**src/hw/rtl/assert_macros.svh**
```systemverilog
// Assertion helpers shared by the detector modules.
`ifndef ASSERT_MACROS_SVH
`define ASSERT_MACROS_SVH

// Condition must hold at every clock edge out of reset.
`define GLM_ASSERT_ALWAYS(label, clk, rst_n, cond, msg) \
    label: assert property (@(posedge clk) disable iff (!rst_n) (cond)) \
        else $error(msg);

// Consequent must hold in the same cycle as the antecedent.
`define GLM_ASSERT_IMP(label, clk, rst_n, ante, cons, msg) \
    label: assert property (@(posedge clk) disable iff (!rst_n) (ante) |-> (cons)) \
        else $error(msg);

// Consequent must hold in the cycle after the antecedent.
`define GLM_ASSERT_NEXT(label, clk, rst_n, ante, cons, msg) \
    label: assert property (@(posedge clk) disable iff (!rst_n) (ante) |=> (cons)) \
        else $error(msg);

`endif

```
**src/hw/rtl/glm_pkg.sv**
```systemverilog
`default_nettype none

package glm_pkg;

    // Default sizing of the grid and the stored value width
    localparam int DEF_MAX_COLS   = 1024;
    localparam int DEF_MAX_ROWS   = 1024;
    localparam int DEF_VALUE_BITS = 16;

    // Fixed field widths of the channels
    localparam int CFG_DATA_BITS  = 11;
    localparam int IN_VALUE_BITS  = 16;
    localparam int OUT_VALUE_BITS = 16;
    localparam int INDEX_BITS     = 10;
    localparam int COUNT_BITS     = 21;

    typedef logic [CFG_DATA_BITS-1:0]  cfg_data_t;
    typedef logic [IN_VALUE_BITS-1:0]  in_value_t;
    typedef logic [OUT_VALUE_BITS-1:0] out_value_t;
    typedef logic [INDEX_BITS-1:0]     index_t;
    typedef logic [COUNT_BITS-1:0]     count_t;

    localparam cfg_data_t RST_NUM_ROWS = cfg_data_t'(16);
    localparam cfg_data_t RST_NUM_COLS = cfg_data_t'(16);

    // Configuration register indexes
    typedef enum logic [0:0] {
        CFG_NUM_ROWS = 1'b0,
        CFG_NUM_COLS = 1'b1
    } cfg_index_t;

    // Input word
    typedef struct packed {
        in_value_t cell_value;
        logic      is_pad;
    } in_word_t;

    // Result word
    typedef struct packed {
        out_value_t center_value;
        index_t     row_index;
        index_t     col_index;
        logic       bright;
        count_t     bright_total;
        logic       grid_done;
    } out_word_t;

    // Position status of an accepted word, carried down the pipeline
    typedef struct packed {
        logic emit;
        logic has_up;
        logic has_dn;
        logic has_lf;
        logic has_rt;
        logic done;
    } pos_flags_t;

endpackage

`default_nettype wire

```
**src/hw/rtl/glm_pos_ctrl.sv**
```systemverilog
`default_nettype none

`include "assert_macros.svh"

module glm_pos_ctrl #(
    parameter int MAX_COLS = glm_pkg::DEF_MAX_COLS,
    parameter int MAX_ROWS = glm_pkg::DEF_MAX_ROWS
) (
    input  wire logic                          clk,
    input  wire logic                          rst_n,
    input  wire logic                          accept,
    input  wire logic                          restart,
    input  wire logic [$clog2(MAX_COLS+2)-1:0] cols,
    input  wire logic [$clog2(MAX_ROWS+1)-1:0] rows,
    output logic      [$clog2(MAX_COLS)-1:0]   rd_addr,
    output glm_pkg::pos_flags_t                flags,
    output logic      [$clog2(MAX_ROWS)-1:0]   out_row,
    output logic      [$clog2(MAX_COLS)-1:0]   out_col
);

    localparam int CW  = $clog2(MAX_COLS);
    localparam int CNW = $clog2(MAX_COLS+2);
    localparam int RW  = $clog2(MAX_ROWS);
    localparam int RNW = $clog2(MAX_ROWS+1);

    logic [CW-1:0]  in_col_reg, in_col_next;
    logic [CNW-1:0] in_pos_reg;
    logic [RW-1:0]  out_row_reg;
    logic [CW-1:0]  out_col_reg;
    logic [CW-1:0]  col_now;
    logic [CNW-1:0] col_plus;
    logic [CNW-1:0] cols_p1;

    // Column of the line stores for this word, and the next one
    always_comb
    begin
        col_now     = (CNW'(in_col_reg) < cols) ? in_col_reg : '0;
        col_plus    = CNW'(col_now) + CNW'(1);
        in_col_next = (col_plus >= cols) ? '0 : CW'(col_plus);
        cols_p1     = cols + CNW'(1);
    end

    // Neighbour presence of the cell the next result describes
    always_comb
    begin
        flags.emit   = (in_pos_reg >= cols_p1);
        flags.has_up = (out_row_reg != '0);
        flags.has_dn = ((RNW'(out_row_reg) + RNW'(1)) < rows);
        flags.has_lf = (out_col_reg != '0);
        flags.has_rt = ((CNW'(out_col_reg) + CNW'(1)) < cols);
        flags.done   = !flags.has_dn && !flags.has_rt;
    end

    assign rd_addr = col_now;
    assign out_row = out_row_reg;
    assign out_col = out_col_reg;

    // Advance fill count and output position per accepted word
    always_ff @(posedge clk or negedge rst_n)
    begin
        if (!rst_n)
        begin
            in_col_reg  <= '0;
            in_pos_reg  <= '0;
            out_row_reg <= '0;
            out_col_reg <= '0;
        end
        else if (restart)
        begin
            in_col_reg  <= '0;
            in_pos_reg  <= '0;
            out_row_reg <= '0;
            out_col_reg <= '0;
        end
        else if (accept)
        begin
            if (!flags.emit)
            begin
                in_col_reg <= in_col_next;
                in_pos_reg <= in_pos_reg + CNW'(1);
            end
            else if (flags.done)
            begin
                in_col_reg  <= '0;
                in_pos_reg  <= '0;
                out_row_reg <= '0;
                out_col_reg <= '0;
            end
            else
            begin
                in_col_reg <= in_col_next;
                if (!flags.has_rt)
                begin
                    out_col_reg <= '0;
                    out_row_reg <= out_row_reg + RW'(1);
                end
                else
                begin
                    out_col_reg <= out_col_reg + CW'(1);
                end
            end
        end
    end

    `GLM_ASSERT_ALWAYS(a_fill_bound, clk, rst_n, in_pos_reg <= cols_p1, "fill count ran past the window depth")
    `GLM_ASSERT_NEXT(a_grid_wrap, clk, rst_n, accept && flags.emit && flags.done, (in_pos_reg == '0) && (out_row_reg == '0) && (out_col_reg == '0), "grid did not restart after its last cell")

endmodule

`default_nettype wire

```
**config.mk**
```make
export PLATFORM = sky130hd
export DESIGN_NAME = glm_pos_ctrl
export DESIGN_NICKNAME = d
export VERILOG_FILES = /design/src/hw/rtl/glm_pkg.sv /design/src/hw/rtl/glm_pos_ctrl.sv
export VERILOG_INCLUDE_DIRS = /design/src /design/src/hw/rtl
export SDC_FILE = /design/constraint.sdc
export NUM_CORES = 1
export LEC_CHECK = 0
export CAP_MARGIN = 20
export CORE_ASPECT_RATIO = 0.9
export CORE_MARGIN = 4
export CORE_UTILIZATION = 45
export DETAILED_ROUTE_END_ITERATION = 10
export DONT_BUFFER_PORTS = 1
export PLACE_DENSITY = 0.71
export SYNTH_ARGS = -nofsm -noshare
export SYNTH_HDL_FRONTEND = slang
export SYNTH_SLANG_ARGS = --single-unit
export TNS_END_PERCENT = 50
```
**constraint.sdc**
```tcl
create_clock -name clk -period 3.55 [get_ports clk]
set_input_delay 0.1775 -clock clk [delete_from_list [all_inputs] [get_ports clk]]
set_output_delay 0.1775 -clock clk [all_outputs]
set_load 0.005 [all_outputs]
```
==> flow_summary.json <==
{
  "dp_hpwl_um": 7800,
  "final_cell_mix": "ha_1 (56), nand2_1 (48), buf_4 (43)",
  "vias": 3526,
  "intPower_w": 0.000768,
  "netlist_area_um2": 3820,
  "cts_buffers": 5,
  "cts.clk_slew.worst_paths_ns": 0.09,
  "skew_ns": 0.0106,
  "r2r_slack_ns": -0.15,
  "critPathArrivalTime_ns": 3.94,
  "r2r_cells": 19,
  "outcome": "complete, but fails checks",
  "reg2reg_to": "in_col_reg[2]",
  "io_buffers": 0,
  "largest_reg_flops": 11,
  "synth_ff_type": "dfrtp_1",
  "ir_drop_uv": 174,
  "drv_slew": 0,
  "whs_ns": 0.0300,
  "pwr-share-comb": 0.180,
  "fill_cells": 742,
  "vias_per_cell": 5.81,
  "htree_num_levels": 2,
  "maxCapViolations": 0,
  "holdPathStages": 2,
  "first_pass_iters": 5,
  "die_area_um2": 10000,
  "swShare": 0.281,
  "drt-initial-drc-count": 203,
  "cts_root_buf": "clkbuf_8",
  "timing.fmax_ghz": 0.271,
  "grt_max_degree": 42,
  "mappedNetlistNets": 550,
  "min_from": "accept",
  "rows": 31,
  "cp_max_fo": 5,
  "fin_nets": 591,
  "antenna_found_initial": 0,
  "grt_pass1_wl_um": 17400,
  "post-route-util": 0.549,
  "clk_path_buf_depth": 2,
  "pwr_density_cell_nw_per_um2": 239,
  "postSynthAreaPerCell_um2": 8.21,
  "area_delta_synth_final_pct": 16.8,
  "routedWlPerCell_um": 17.5,
  "die-height_um": 95.5,
  "postSynth.asyncResetShare": 1.00,
  "wl_um": 10600,
  "insertion_delay_ns": 0.31,
  "worst_ep_required_time_ns": 3.79,
  "setup_violations": 10,
  "final_common_cell": "ha_1",
  "grt_usage": 0.214,
  "yosys_warnings": 0,
  "synthCells": 466,
  "fp.dieW_um": 105,
  "switchingPower_w": 0.000300,
  "coreArea_um2": 8150,
  "hold_class": "input port to register",
  "power.leakage_nw": 2.18,
  "synth-seq-cells": 41,
  "drc": 0,
  "io_pins": 62,
  "ys_types": 49,
  "rsz0062_at_grt": "true",
  "routabilityCongestion": 0.995,
  "diodes": 0,
  "grt_pass1_vias": 3425,
  "fin_ws_ns": -0.145,
  "start_util": 0.470,
  "pwr-share-clk": 0.369,
  "drive_gt1_frac": 0.161,
  "period_minus_slack_ns": 3.70,
  "overflow": 0,
  "finalHoldViolations": 0,
  "crit_path_end_kind": "register",
  "synth_edf_count": 0,
  "slew_headroom": 0.396,
  "synth_seq_area_share": 0.268,
  "tightest_slew_ns": 0.903,
  "violations": "setup timing",
  "cts.sinks": 41,
  "hold_path_end": "in_pos_reg[0]",
  "cts_tree": "done",
  "r2r_start": "in_col_reg[1]",
  "antenna_left": 0,
  "path_class": "register to register",
  "fin_crit_sh": 1.04,
  "p_seq_frac": 0.451,
  "startpoint_type": "register"
}
-- metal layers --
metal  wire length, um  vias up  GRT usage
li1                  -     1724          -
met1              4820     1659      0.296
met2              4940      125      0.346
met3               675       18     0.0339
met4               211        0     0.0645
met5                 0        -          0
-- power groups by stage --
stage                     clock [W]  combinational [W]  sequential [W]
final                      0.000394           0.000192        0.000482
after global routing       0.000421           0.000218        0.000484
after CTS                  0.000400           0.000182        0.000482
after detailed placement          0           0.000159        0.000491
after global placement            0           0.000151        0.000491
after floorplan                   0           0.000109        0.000494
-- per-stage QoR --
step / setup TNS, ns / worst slack (ns) / total power, W / instance area [um^2] / std cells
floorplan: 0 / 0.0489 / 0.000603 / 3830 / 466
global placement: -0.796 / -0.0823 / 0.000642 / 4090 / 580
detailed placement: -1.72 / -0.187 / 0.000651 / 4090 / 580
CTS: 0 / 0.00325 / 0.00106 / 4350 / 599
global route: -2.70 / -0.288 / 0.00112 / 4470 / 607
finish: -1.24 / -0.145 / 0.00107 / 4470 / 607
-- how the worst max path moves through the flow --
stage,start,endpoint,slack (ns),cells after the start
final,in_col_reg[1],in_col_reg[2],-0.15,19
after global routing,in_col_reg[1],in_col_reg[4],-0.29,20
after CTS,in_col_reg[4],in_col_reg[9],0.003,22
after detailed placement,in_col_reg[1],in_col_reg[9],-0.19,19
after global placement,in_col_reg[1],in_col_reg[1],-0.08,18
after floorplan,in_col_reg[4],in_col_reg[0],0.05,20
-- synth_stat cells, drive strengths merged, types with 2 or more instances --
cell / instances / share of area
a21oi: 22 / 0.029
o41ai: 2 / 0.0046
xnor2: 23 / 0.053
nor2: 39 / 0.038
a31o: 3 / 0.0069
dfrtp: 41 / 0.27
and3: 11 / 0.018
or3: 2 / 0.0033
a211oi: 4 / 0.0092
and2: 11 / 0.018
o21a: 2 / 0.0039
ha: 58 / 0.19
mux2i: 6 / 0.016
xor2: 12 / 0.027
nand3: 26 / 0.034
nand2: 51 / 0.050
nor3: 16 / 0.021
a31oi: 3 / 0.0049
clkbuf: 7 / 0.0069
nand4: 9 / 0.019
inv: 34 / 0.034
nor4: 2 / 0.0033
a22o: 10 / 0.023
o21ai: 34 / 0.045
nand2b: 7 / 0.011
nor2b: 6 / 0.0098
a21o: 3 / 0.0059
a22oi: 4 / 0.0092
buf: 7 / 0.014
-- worst max-delay path: stages (launching register included) --
cell,delay [ns]
dfrtp_1,0.41
ha_1,0.30
a211o_1,0.32
a211oi_2,0.25
o21ai_2,0.12
nand2_2,0.11
and2_4,0.17
ha_4,0.16
nand3_2,0.08
xor2_1,0.15
nor2_1,0.15
ha_1,0.28
a21o_1,0.16
a21oi_1,0.13
o21ai_1,0.12
a21oi_2,0.17
nor2_2,0.06
a211oi_4,0.21
buf_6,0.16
a22o_1,0.14
-- kinds of logic (layout without fill, tap and decap cells) --
| kind of cell | count (synthesis) | in the layout | synth area share |
|---|---|---|---|
| buf+inv | 48 | 90 | 0.0550 |
| simple gates | 184 | 184 | 0.234 |
| xor+xnor | 35 | 35 | 0.0801 |
| compound gates | 94 | 94 | 0.157 |
| fa+ha+maj | 58 | 58 | 0.190 |
| mux | 6 | 6 | 0.0157 |
| flops | 41 | 41 | 0.268 |
-- area by class of cell --
type                       instances  area (um^2)  area share
inverter                          34          130      0.0291
multi-input combinational        377         2690       0.602
tap                               99          124      0.0277
clock buffer                       5         68.8      0.0154
sequential                        41         1030       0.230
clock inverter                     3         43.8     0.00980
timing repair buffer              48          385      0.0863
-- what timing repair did --
action | in CTS | in global routing
gates cloned | 0 | 0
endpoints found under the setup margin | 10 | 37
pin swaps | 9 | 25
endpoints found under the hold margin | 50 | 0
hold buffers | 3 | 0
buffers inserted | 8 | 8
resized for setup | 13 | 14
Note: power is estimated with default switching activity, not from simulation.
