==> src/hw/rtl/assert_macros.svh <==
// Assertion helpers shared by the detector modules.
`ifndef ASSERT_MACROS_SVH
`define ASSERT_MACROS_SVH

// Condition must hold at every clock edge out of reset.
`define GLM_ASSERT_ALWAYS(label, clk, rst_n, cond, msg) \
    label: assert property (@(posedge clk) disable iff (!rst_n) (cond)) \
        else $error(msg);

// Consequent must hold in the same cycle as the antecedent.
`define GLM_ASSERT_IMP(label, clk, rst_n, ante, cons, msg) \
    label: assert property (@(posedge clk) disable iff (!rst_n) (ante) |-> (cons)) \
        else $error(msg);

// Consequent must hold in the cycle after the antecedent.
`define GLM_ASSERT_NEXT(label, clk, rst_n, ante, cons, msg) \
    label: assert property (@(posedge clk) disable iff (!rst_n) (ante) |=> (cons)) \
        else $error(msg);

`endif

==> src/hw/rtl/glm_pkg.sv <==
`default_nettype none

package glm_pkg;

    // Default sizing of the grid and the stored value width
    localparam int DEF_MAX_COLS   = 1024;
    localparam int DEF_MAX_ROWS   = 1024;
    localparam int DEF_VALUE_BITS = 16;

    // Fixed field widths of the channels
    localparam int CFG_DATA_BITS  = 11;
    localparam int IN_VALUE_BITS  = 16;
    localparam int OUT_VALUE_BITS = 16;
    localparam int INDEX_BITS     = 10;
    localparam int COUNT_BITS     = 21;

    typedef logic [CFG_DATA_BITS-1:0]  cfg_data_t;
    typedef logic [IN_VALUE_BITS-1:0]  in_value_t;
    typedef logic [OUT_VALUE_BITS-1:0] out_value_t;
    typedef logic [INDEX_BITS-1:0]     index_t;
    typedef logic [COUNT_BITS-1:0]     count_t;

    localparam cfg_data_t RST_NUM_ROWS = cfg_data_t'(16);
    localparam cfg_data_t RST_NUM_COLS = cfg_data_t'(16);

    // Configuration register indexes
    typedef enum logic [0:0] {
        CFG_NUM_ROWS = 1'b0,
        CFG_NUM_COLS = 1'b1
    } cfg_index_t;

    // Input word
    typedef struct packed {
        in_value_t cell_value;
        logic      is_pad;
    } in_word_t;

    // Result word
    typedef struct packed {
        out_value_t center_value;
        index_t     row_index;
        index_t     col_index;
        logic       bright;
        count_t     bright_total;
        logic       grid_done;
    } out_word_t;

    // Position status of an accepted word, carried down the pipeline
    typedef struct packed {
        logic emit;
        logic has_up;
        logic has_dn;
        logic has_lf;
        logic has_rt;
        logic done;
    } pos_flags_t;

endpackage

`default_nettype wire

==> src/hw/rtl/glm_window.sv <==
`default_nettype none

`include "assert_macros.svh"

module glm_window #(
    parameter int MAX_COLS   = glm_pkg::DEF_MAX_COLS,
    parameter int MAX_ROWS   = glm_pkg::DEF_MAX_ROWS,
    parameter int VALUE_BITS = glm_pkg::DEF_VALUE_BITS
) (
    input  wire logic                        clk,
    input  wire logic                        rst_n,
    input  wire logic                        adv,
    input  wire logic                        restart,
    input  wire logic                        s1_valid,
    input  wire logic [VALUE_BITS-1:0]       s1_value,
    input  wire logic [VALUE_BITS-1:0]       s1_upper,
    input  wire logic [VALUE_BITS-1:0]       s1_middle,
    input  wire glm_pkg::pos_flags_t         s1_flags,
    input  wire logic [$clog2(MAX_ROWS)-1:0] s1_row,
    input  wire logic [$clog2(MAX_COLS)-1:0] s1_col,
    output logic                             result_valid,
    output glm_pkg::out_word_t               result
);

    localparam int CW = $clog2(MAX_COLS);
    localparam int RW = $clog2(MAX_ROWS);

    logic [VALUE_BITS-1:0] win_reg [9];
    logic [VALUE_BITS-1:0] win_next [9];
    logic                  s2_valid_reg;
    glm_pkg::pos_flags_t   s2_flags_reg;
    logic [RW-1:0]         s2_row_reg;
    logic [CW-1:0]         s2_col_reg;
    logic                  result_valid_reg;
    glm_pkg::out_word_t    result_reg;
    glm_pkg::count_t       bright_cnt_reg;
    glm_pkg::count_t       total;
    logic                  bright;

    // Shift the window left and bring in the new right column
    always_comb
    begin
        win_next = win_reg;
        for (int r = 0; r < 3; r++)
        begin
            win_next[r*3]   = win_reg[r*3+1];
            win_next[r*3+1] = win_reg[r*3+2];
        end
        win_next[2] = s1_upper;
        win_next[5] = s1_middle;
        win_next[8] = s1_value;
    end

    // Compare the centre against every neighbour that exists
    always_comb
    begin
        logic present;
        bright = 1'b1;
        for (int r = 0; r < 3; r++)
        begin
            for (int c = 0; c < 3; c++)
            begin
                present = !((r == 1) && (c == 1));
                if ((r == 0) && !s2_flags_reg.has_up) present = 1'b0;
                if ((r == 2) && !s2_flags_reg.has_dn) present = 1'b0;
                if ((c == 0) && !s2_flags_reg.has_lf) present = 1'b0;
                if ((c == 2) && !s2_flags_reg.has_rt) present = 1'b0;
                if (present && !(win_reg[4] > win_reg[r*3+c]))
                begin
                    bright = 1'b0;
                end
            end
        end
        total = bright_cnt_reg + glm_pkg::count_t'(bright);
    end

    // Hold the window and the compare stage
    always_ff @(posedge clk or negedge rst_n)
    begin
        if (!rst_n)
        begin
            for (int k = 0; k < 9; k++)
            begin
                win_reg[k] <= '0;
            end
            s2_valid_reg <= 1'b0;
        end
        else if (adv)
        begin
            if (s1_valid)
            begin
                win_reg <= win_next;
            end
            s2_valid_reg <= s1_valid && s1_flags.emit;
        end
    end

    // Stage metadata alongside the window
    always_ff @(posedge clk)
    begin
        if (adv && s1_valid)
        begin
            s2_flags_reg <= s1_flags;
            s2_row_reg   <= s1_row;
            s2_col_reg   <= s1_col;
        end
    end

    // Output word register and running bright count
    always_ff @(posedge clk or negedge rst_n)
    begin
        if (!rst_n)
        begin
            result_valid_reg <= 1'b0;
            bright_cnt_reg   <= '0;
        end
        else
        begin
            if (adv)
            begin
                result_valid_reg <= s2_valid_reg;
            end
            if (restart)
            begin
                bright_cnt_reg <= '0;
            end
            else if (adv && s2_valid_reg)
            begin
                bright_cnt_reg <= s2_flags_reg.done ? '0 : total;
            end
        end
    end

    always_ff @(posedge clk)
    begin
        if (adv && s2_valid_reg)
        begin
            result_reg.center_value <= glm_pkg::out_value_t'(win_reg[4]);
            result_reg.row_index    <= glm_pkg::index_t'(s2_row_reg);
            result_reg.col_index    <= glm_pkg::index_t'(s2_col_reg);
            result_reg.bright       <= bright;
            result_reg.bright_total <= total;
            result_reg.grid_done    <= s2_flags_reg.done;
        end
    end

    assign result_valid = result_valid_reg;
    assign result       = result_reg;

    `GLM_ASSERT_NEXT(a_count_clear, clk, rst_n, adv && s2_valid_reg && s2_flags_reg.done, bright_cnt_reg == '0, "bright count not cleared after last cell")

endmodule

`default_nettype wire

==> config.mk <==
export PLATFORM = sky130hd
export DESIGN_NAME = glm_window
export DESIGN_NICKNAME = d
export VERILOG_FILES = /design/src/hw/rtl/glm_pkg.sv /design/src/hw/rtl/glm_window.sv
export VERILOG_INCLUDE_DIRS = /design/src /design/src/hw/rtl
export SDC_FILE = /design/constraint.sdc
export NUM_CORES = 1
export LEC_CHECK = 0
export BUFFER_PORTS_ARGS = -buffer_cell sky130_fd_sc_hd__buf_2
export CAP_MARGIN = 20
export CORE_MARGIN = 5
export CORE_UTILIZATION = 23
export DETAILED_ROUTE_END_ITERATION = 10
export PLACE_DENSITY = 0.39
export SYNTH_ARGS = -nofsm -noshare
export SYNTH_HDL_FRONTEND = slang
export SYNTH_SLANG_ARGS = --single-unit
==> constraint.sdc <==
create_clock -name clk -period 10.5 [get_ports clk]
set_input_delay 2.1 -clock clk [delete_from_list [all_inputs] [get_ports clk]]
set_output_delay 2.1 -clock clk [all_outputs]
set_load 0.05 [all_outputs]
==> results_dict.tcl <==
set metrics [dict create \
    startpoint_type "flop" \
    finalWirelength_um 33600 \
    ctsResizeCount 0 \
    finalCritPeriodShare_pct 44.8 \
    fin_worst_skew_ps 8.35 \
    power_density_nw_per_um2 193 \
    die_w_um 239 \
    internal_power_uw 1960 \
    num_vias 8376 \
    cts_hold_buf 0 \
    final_util_pct 28.2 \
    drtIter0Drc 449 \
    route.detailed.drc 0 \
    ys_types 51 \
    comb_power_share_pct 19.6 \
    initial_core_util_pct 23.3 \
    switchingPower_uw 855 \
    dr.pass1.iters 5 \
    synth_edf_count 84 \
    arrival_ps 5160 \
    tightest_slew_ps 969 \
    synth_area_sq_um 12000 \
    p_clk_share_pct 37.5 \
    pin_count 139 \
    finalHoldViolations 0 \
    largest_reg_flops 96 \
    ant_nets 0 \
    root_buffer "clkbuf_16" \
    ys.flop_type "dfrtp_1" \
    final.min_clock_period_ps 4710 \
    chipHeight_um 239 \
    power_leakage_uw 0.00656 \
    cp-end-kind "flop" \
    fp.coreArea_sq_um 51600 \
    fin_area_sq_um 14600 \
    final_common_cell "nand2_1" \
    rows 83 \
    placement.io_buffers 138 \
    vias_per_cell 4.26 \
    diodes 0 \
    h-tree-depth 1 \
    die-area_sq_um 57000 \
    relSlewSlack_pct 35.3 \
    setup_viol 0 \
    sw_frac_of_total_pct 30.4 \
    rsz0062_at_grt "no" \
    numCtsBuffers 31 \
    ys_ff_latch 251 \
    yosys_warnings 0 \
    gp_congestion 0.781 \
    startpoint "win_next[83]" \
    fin_setup_tns_ps 0 \
    worst_skew_pair.late_latency_ps 560 \
    r2r-end "bright_cnt_reg[20]" \
    status "finished clean" \
    clk_pin_slew_ps 60 \
    final_cell_mix "nand2_1 (170), dfrtp_1 (167), o21ai_0 (160)" \
    syn_avg_cell_area_sq_um 10.8 \
    rrSetupSlack_ps 5790 \
    setup_ws_ps 5790 \
    tritoncts "built" \
    avgRoutedWirePerCell_um 17.1 \
    async_reset_ff_share_pct 66.5 \
    cp-endpoint "bright_cnt_reg[20]" \
    first_global_vias 8444 \
    fin_nets 1470 \
    seq_area_frac_synth_pct 55.6 \
    grt_pass1_wl_um 51700 \
    slew_violations 0 \
    antenna_found_initial 0 \
    post-cts-setup-buffers 0 \
    post-place-ws_ps 5650 \
    clockBufferDepth 3 \
    place_area_sq_um 13500 \
    synthesis.instances 1118 \
    pwr-share-seq_pct 42.8 \
    dp_hpwl_um 23900 \
    required_ps 10950 \
    path_max_fanout 11 \
    grt.overflow.total 0 \
    grt_max_degree 156 \
    grt_use_total_pct 11.6 \
    syn_nets 1327 \
    cts_sinks 251 \
    ir_worst_vdd_uv 109 \
    rr_startpoint "win_next[83]" \
    drv_cap 0 \
    drive_gt1_share_pct 17.3 \
    fill_cells 5409 \
    max_freq_mhz 212 \
    syn_to_final_growth_pct 21.0 \
    min_path_type "reg2reg" \
    r2r.worst_path.cells 16 \
    path_class "reg2reg" \
]
worst min path at each step:
| stage | endpoint | startpoint | slack, ps | cells past startpoint |
|---|---|---|---|---|
| 6_report | result[29] | s2_col_reg[6] | 410 | 0 |
| 5_1_grt | result[29] | s2_col_reg[6] | 420 | 0 |
| 4_1_cts | result[29] | s2_col_reg[6] | 410 | 0 |
| 3_5_place_dp | result[29] | s2_col_reg[6] | 400 | 0 |
| 3_3_place_gp | result[34] | s2_row_reg[1] | 400 | 0 |
| 2_1_floorplan | result[23] | s2_col_reg[0] | 400 | 0 |
kinds of logic after synthesis:
| group | after synthesis | share of synthesized area, % |
|---|---|---|
| buffers and inverters | 164 | 5.15 |
| flip-flops | 251 | 55.6 |
| AND/OR/NAND/NOR | 280 | 10.9 |
| adder cells (fa/ha/maj) | 130 | 13.5 |
| multiplexers | 7 | 0.655 |
| AO/OA/AOI/OAI | 267 | 12.6 |
| XOR/XNOR | 19 | 1.51 |
power groups by stage:
stage          Sequential [uW]  Clock (uW)  Combinational (uW)
5_1_grt                   1220        1140                 642
4_1_cts                   1210        1100                 562
3_5_place_dp              1230           0                 557
2_1_floorplan             1230           0                 346
6_report                  1210        1060                 552
3_3_place_gp              1230           0                 551
stage by stage:
step | cells | power [uW] | hold slack [ps]
finish | 1965 | 2820 | 412
global route | 1965 | 3000 | 420
CTS | 1963 | 2880 | 414
detailed placement | 1906 | 1790 | 405
global placement | 1906 | 1780 | 400
floorplan | 1118 | 1570 | 400
cell type report:
cell class / instances / area [sq um] / share of cell area, %
multi-input cells: 703 / 4720 / 32.4
repair buffers: 146 / 797 / 5.47
clock buffers: 42 / 877 / 6.02
flip-flops and latches: 251 / 6700 / 46.0
well taps: 680 / 851 / 5.84
clock inverters: 15 / 134 / 0.919
inverters: 128 / 488 / 3.35
synthesized netlist by cell type (2+ instances only):
master / n / share of area [%]
nand2_1: 170 / 5.3
dfrtp_1: 167 / 35
o21ai_0: 160 / 6.6
ha_1: 130 / 14
inv_1: 127 / 4.0
edfxtp_1: 84 / 21
a21oi_1: 45 / 1.9
clkbuf_1: 31 / 0.97
nand4_1: 27 / 1.4
nand3_1: 24 / 1.0
nor2_1: 20 / 0.62
a21o_1: 16 / 1.0
a22o_1: 12 / 0.87
xnor2_1: 9 / 0.65
nor2b_1: 8 / 0.42
xor2_1: 8 / 0.58
mux2_2: 7 / 0.65
a211oi_1: 6 / 0.37
nor4_1: 6 / 0.31
and4_1: 5 / 0.36
o21ai_1: 5 / 0.21
or3_1: 4 / 0.21
a31oi_1: 3 / 0.16
and3_1: 3 / 0.16
buf_1: 3 / 0.093
o211ai_1: 3 / 0.19
o221a_2: 3 / 0.28
o31ai_1: 3 / 0.19
a2111oi_0: 2 / 0.15
a221o_1: 2 / 0.17
nand3_2: 2 / 0.17
nor4_4: 2 / 0.35
or2_2: 2 / 0.10
xnor2_2: 2 / 0.27
routing by layer:
layer | track usage (%) | up-vias | share of wire [%]
met5 | 0 | - | 0
met4 | 2.70 | 0 | 2.0
met3 | 2.43 | 38 | 5.1
met2 | 17.9 | 149 | 44
met1 | 16.7 | 3995 | 49
li1 | - | 4194 | -
critical path: stages (launching register included):
cell	delay, ps
dfrtp_1	730
ha_1	370
nand4_1	110
nor4_1	60
or3_1	320
o221a_1	230
o41ai_1	580
and4_1	360
ha_1	220
ha_1	220
nand3_2	140
nor4_4	420
nand2_2	120
nor2_4	210
nand4_2	150
xnor2_2	160
a22o_1	190
No activity file was read; power rests on OpenSTA's default activity.
